[config.mk]
export PLATFORM = sky130hd
export DESIGN_NAME = lkt_mem
export DESIGN_NICKNAME = d
export VERILOG_FILES = /design/src/hw/rtl/lkt_pkg.sv /design/src/hw/rtl/lkt_mem.sv
export SDC_FILE = /design/constraint.sdc
export NUM_CORES = 2
export LEC_CHECK = 0
export BUFFER_PORTS_ARGS = -buffer_cell sky130_fd_sc_hd__buf_2
export CAP_MARGIN = 40
export CORE_MARGIN = 2
export CORE_UTILIZATION = 50
export DETAILED_ROUTE_END_ITERATION = 10
export PLACE_DENSITY = 0.64
export SLEW_MARGIN = 0
export SYNTH_ARGS = -nofsm -noshare
export SYNTH_HDL_FRONTEND = slang
export SYNTH_SLANG_ARGS = --single-unit
[constraint.sdc]
create_clock -name clk -period 9.9 [get_ports clk]
set_input_delay 0.495 -clock clk [delete_from_list [all_inputs] [get_ports clk]]
set_output_delay 0.495 -clock clk [all_outputs]
set_load 0.05 [all_outputs]
[src/hw/rtl/lkt_pkg.sv]
// Shared types and constants for the linear key table.
package lkt_pkg;

    localparam int DEPTH_DEF = 64;
    localparam int KEY_W     = 32;
    localparam int PAY_W     = 32;
    localparam int CNT_OUT_W = 7;

    typedef enum logic [1:0] {
        OP_INSERT  = 2'd0,
        OP_DELETE  = 2'd1,
        OP_SEARCH  = 2'd2,
        OP_DISPLAY = 2'd3
    } op_t;

    typedef enum logic [1:0] {
        STAT_OK    = 2'd0,
        STAT_FULL  = 2'd1,
        STAT_MISS  = 2'd2,
        STAT_EMPTY = 2'd3
    } stat_t;

    typedef enum logic [1:0] {
        ST_IDLE  = 2'd0,
        ST_SCAN  = 2'd1,
        ST_SHIFT = 2'd2,
        ST_DISP  = 2'd3
    } state_t;

    typedef struct packed {
        logic [KEY_W-1:0] key;
        logic [PAY_W-1:0] payload;
    } entry_t;

endpackage

[src/hw/rtl/lkt_mem.sv]
// Entry memory: one write port, one read port with registered read data.
module lkt_mem
    import lkt_pkg::*;
#(
    parameter int DEPTH = DEPTH_DEF,
    parameter int AW    = $clog2(DEPTH)
)
(
    input  logic          clk,
    input  logic          we,
    input  logic [AW-1:0] waddr,
    input  entry_t        wdata,
    input  logic          re,
    input  logic [AW-1:0] raddr,
    output entry_t        rdata
);

    entry_t mem [DEPTH];
    entry_t rdata_reg;

    always_ff @(posedge clk)
    begin
        if (we)
        begin
            mem[waddr] <= wdata;
        end
        if (re)
        begin
            rdata_reg <= mem[raddr];
        end
    end

    assign rdata = rdata_reg;

endmodule

Yosys cells after proc, flatten, opt, wreduce, memory -nomap -nowiden --
Memory sizes are Yosys's and may differ from the RTL's. A register that Yosys moved wholly into a read port is not among the register bits. Cells that the tools add are included. W data, S select, Z words.
Storage, ports and cells: bits in registers 0, memory bits (writable) 4096, bits of input ports 79, output and inout bits 64, logic and storage cells 3, memories 1
Cells by class: muxes and demuxes 2
Memories:
- mem | words 64, width 64, rd ports 1, clocked after Yosys merged registers in 1, wr ports 1, RTL line lkt_mem.sv:18 | entry_t mem [DEPTH];
Operators with widths (count):
- $mux W1 | 2

Depth between registers and ports, before layout --
word-level depth 2, gate-level depth with buffers 9, gate-level depth less buffers 5

Worst setup path before layout --
OpenSTA, ideal clock, no wires.
kind input to register, start point input waddr[3], end point memory mem[48][0] in the netlist's numbering, enable pin, library setup time 0.564 ns, arrival time 5.367 ns, data required time 9.336 ns, path slack 3.969 ns, cell stages on the path 4, buffers on the path 1, cell sequence clkbuf_1 nor2b_1 nand4b_1 nor3_1
RTL lines:
- start: declaration | RTL line lkt_mem.sv:11 | input logic [AW-1:0] waddr,
- end: declaration | RTL line lkt_mem.sv:18
Straight into the memory's write port.

==> results.json <==
{
  "ys_seq_area_frac": 0.796,
  "critPathMaxStageDelay_ns": 0.77,
  "ys_types": 32,
  "slew_headroom": 0.363,
  "synth_commonest_cells": "edfxtp_1 (4160), mux4_2 (1024), buf_2 (170)",
  "grt_pass1_vias": 76500,
  "crit_buf_inv": 5,
  "place_area_sq_um": 166000,
  "fin_crit_sh": 0.395,
  "ant_nets": 0,
  "std_cell_rows": 205,
  "portBuffers": 142,
  "setup_slack_ns": 5.99,
  "root_buffer": "clkbuf_16",
  "critPathCaptureType": "flop",
  "cp_slowest_cell": "buf_4",
  "area_growth_syn_to_layout_pct": 14.8,
  "grt_overflow": 0,
  "path_cells": "buf_8 -> buf_4 -> buf_4 -> buf_16 -> buf_4 -> mux4_2 -> mux2i_1 -> o22ai_1 -> a41oi_1 -> a211oi_1",
  "initial_core_util": 0.503,
  "num_vias": 76800,
  "crit_type": "primary input to flop",
  "cts_resized": 0,
  "fmax_ghz": 0.256,
  "cts.clk_slew.worst_paths_ns": 0.06,
  "cts_htree_levels": 5,
  "die_area_sq_um": 318000,
  "ctsLongestPathBuffers": 4,
  "core_region_area_sq_um": 312000,
  "startpoint_type": "primary input",
  "synth_ff_type": "edfxtp_1",
  "rsz0062_at_grt": "false",
  "synth_area_sq_um": 157000,
  "cts_tree": "built",
  "drt-total-wl_microns": 437000,
  "finalMaxSlewViolations": 0,
  "setup_tns_ns": 0,
  "crit_required_ns": 10.59,
  "synth_top_area_cell": "edfxtp_1",
  "grt_usage": 0.274,
  "drv_cap": 0,
  "hpwl_microns": 240000,
  "io_pins": 143,
  "crit_family": "buffers and inverters",
  "period_needed_ns": 3.91,
  "grt_max_degree": 111,
  "status": "complete, no violations",
  "stdcell_area_sq_um": 180000,
  "final_util": 0.577,
  "wl_per_cell_microns": 37.5,
  "drtIter0Drc": 11300,
  "drive_gt1_frac": 0.292,
  "timing.final.hold_violations": 0,
  "synthTopCellsByArea": "edfxtp_1 (80%), mux4_2 (15%), mux2i_1 (0.86%), a22oi_1 (0.80%), buf_2 (0.54%)",
  "syn_avg_cell_area_sq_um": 23.8,
  "synth-edff-count": 4160,
  "setup_viol": 0,
  "cts_inserted_buffers": 403,
  "hp-class": "primary input to flop",
  "grt_pass1_wl_microns": 606000,
  "cp_common_cell": "buf_4",
  "largest_register_ffs": 4096,
  "fp.dieH_microns": 564,
  "post-place-ws_ns": 5.01,
  "drc": 0,
  "synthArstFlopShare": 0,
  "final_nets": 7241,
  "die_w_microns": 564,
  "synth_top_area_share": 0.796,
  "ys_ff_latch": 4160,
  "vdd_drop_max_mv": 0.160,
  "routabilityCongestion": 0.785,
  "dr.pass1.iters": 6,
  "worst_slew_pin_slew_ns": 0.956,
  "powerDensity_nw_per_um2": 205,
  "skew_ns": 0.0518,
  "yosysMostFrequentCell": "edfxtp_1",
  "p_leak_uw": 0.0564,
  "insertion_delay_ns": 0.98,
  "yosys_warnings": 0,
  "worst-path-max-fanout": 71,
  "antenna_found_initial": 38,
  "clkSinkCount": 4160,
  "synthesis.nets": 6677,
  "timing.hold.ws_ns": 0.0272,
  "viasPerCell": 6.59,
  "synth_cells": 6598,
  "crit_arrival_ns": 4.60
}
## routing by layer
layer	track usage	up-vias	wire (microns)
met5	0	-	27
li1	-	29700	-
met3	0.0541	734	45900
met1	0.387	41800	165000
met4	0.0824	4	14300
met2	0.438	4554	212000
## logic make-up after synthesis
kind of cell / share of synthesized area
DFF: 0.796
muxes: 0.156
AOI/OAI and AO/OA: 0.0247
buffers and inverters: 0.0118
and+or+nand+nor: 0.0123
## timing repair
item,in CTS,in global routing
hold buffers,42,10
endpoints found under the hold margin,727,60
buffers inserted,0,0
## final cells by class
class | instances | area, sq um
fill | 22000 | 132000
sequential | 4160 | 125000
multi-input combinational | 2049 | 30800
clock buffer | 469 | 10400
timing repair buffer | 529 | 5960
tap | 4140 | 5180
clock inverter | 268 | 2900
inverter | 19 | 71.3
antenna | 17 | 42.5
## metrics by stage
stage | instances | total power (uW)
2_1_floorplan | 6598 | 20900
3_3_place_gp | 10700 | 21700
3_5_place_dp | 10800 | 21800
4_1_cts | 11600 | 37000
5_1_grt | 11600 | 37800
6_report | 11700 | 36900
## worst paths after layout
| path | from | to | slack [ns] | cells past startpoint |
|---|---|---|---|---|
| worst min register to register | mem[38][48] | rdata[48] | 0.91 | 4 |
| worst max-delay path | raddr[2] | rdata[41] | 5.99 | 10 |
| worst min-delay path | wdata[23] | mem[24][23] | 0.03 | 2 |
| worst max register to register | mem[58][56] | rdata[56] | 7.67 | 5 |
## report_power, final
group          total, uW  switching (uW)  internal, uW
clock              15500            6660          8830
combinational       1820            1150           673
sequential         19600            64.8         19500
## layout by cell type (no fill, tap or decap), drive strengths merged, types with 29 or more instances in the layout
cell type    netlist  routed
nand2             58      58
mux2i            135     135
clkbuf           140     469
edfxtp          4160    4160
or3               29      29
o22ai             83      83
mux4            1024    1024
and3              64      64
nor2             112     112
o221ai            38      38
dlygate4sd3        0      52
nand3             45      45
a211oi            63      63
clkinv             0     188
a22oi            168     168
buf              230     477
a22o              88      88
bufinv             0      49
No activity file was read; power rests on OpenSTA's default activity.
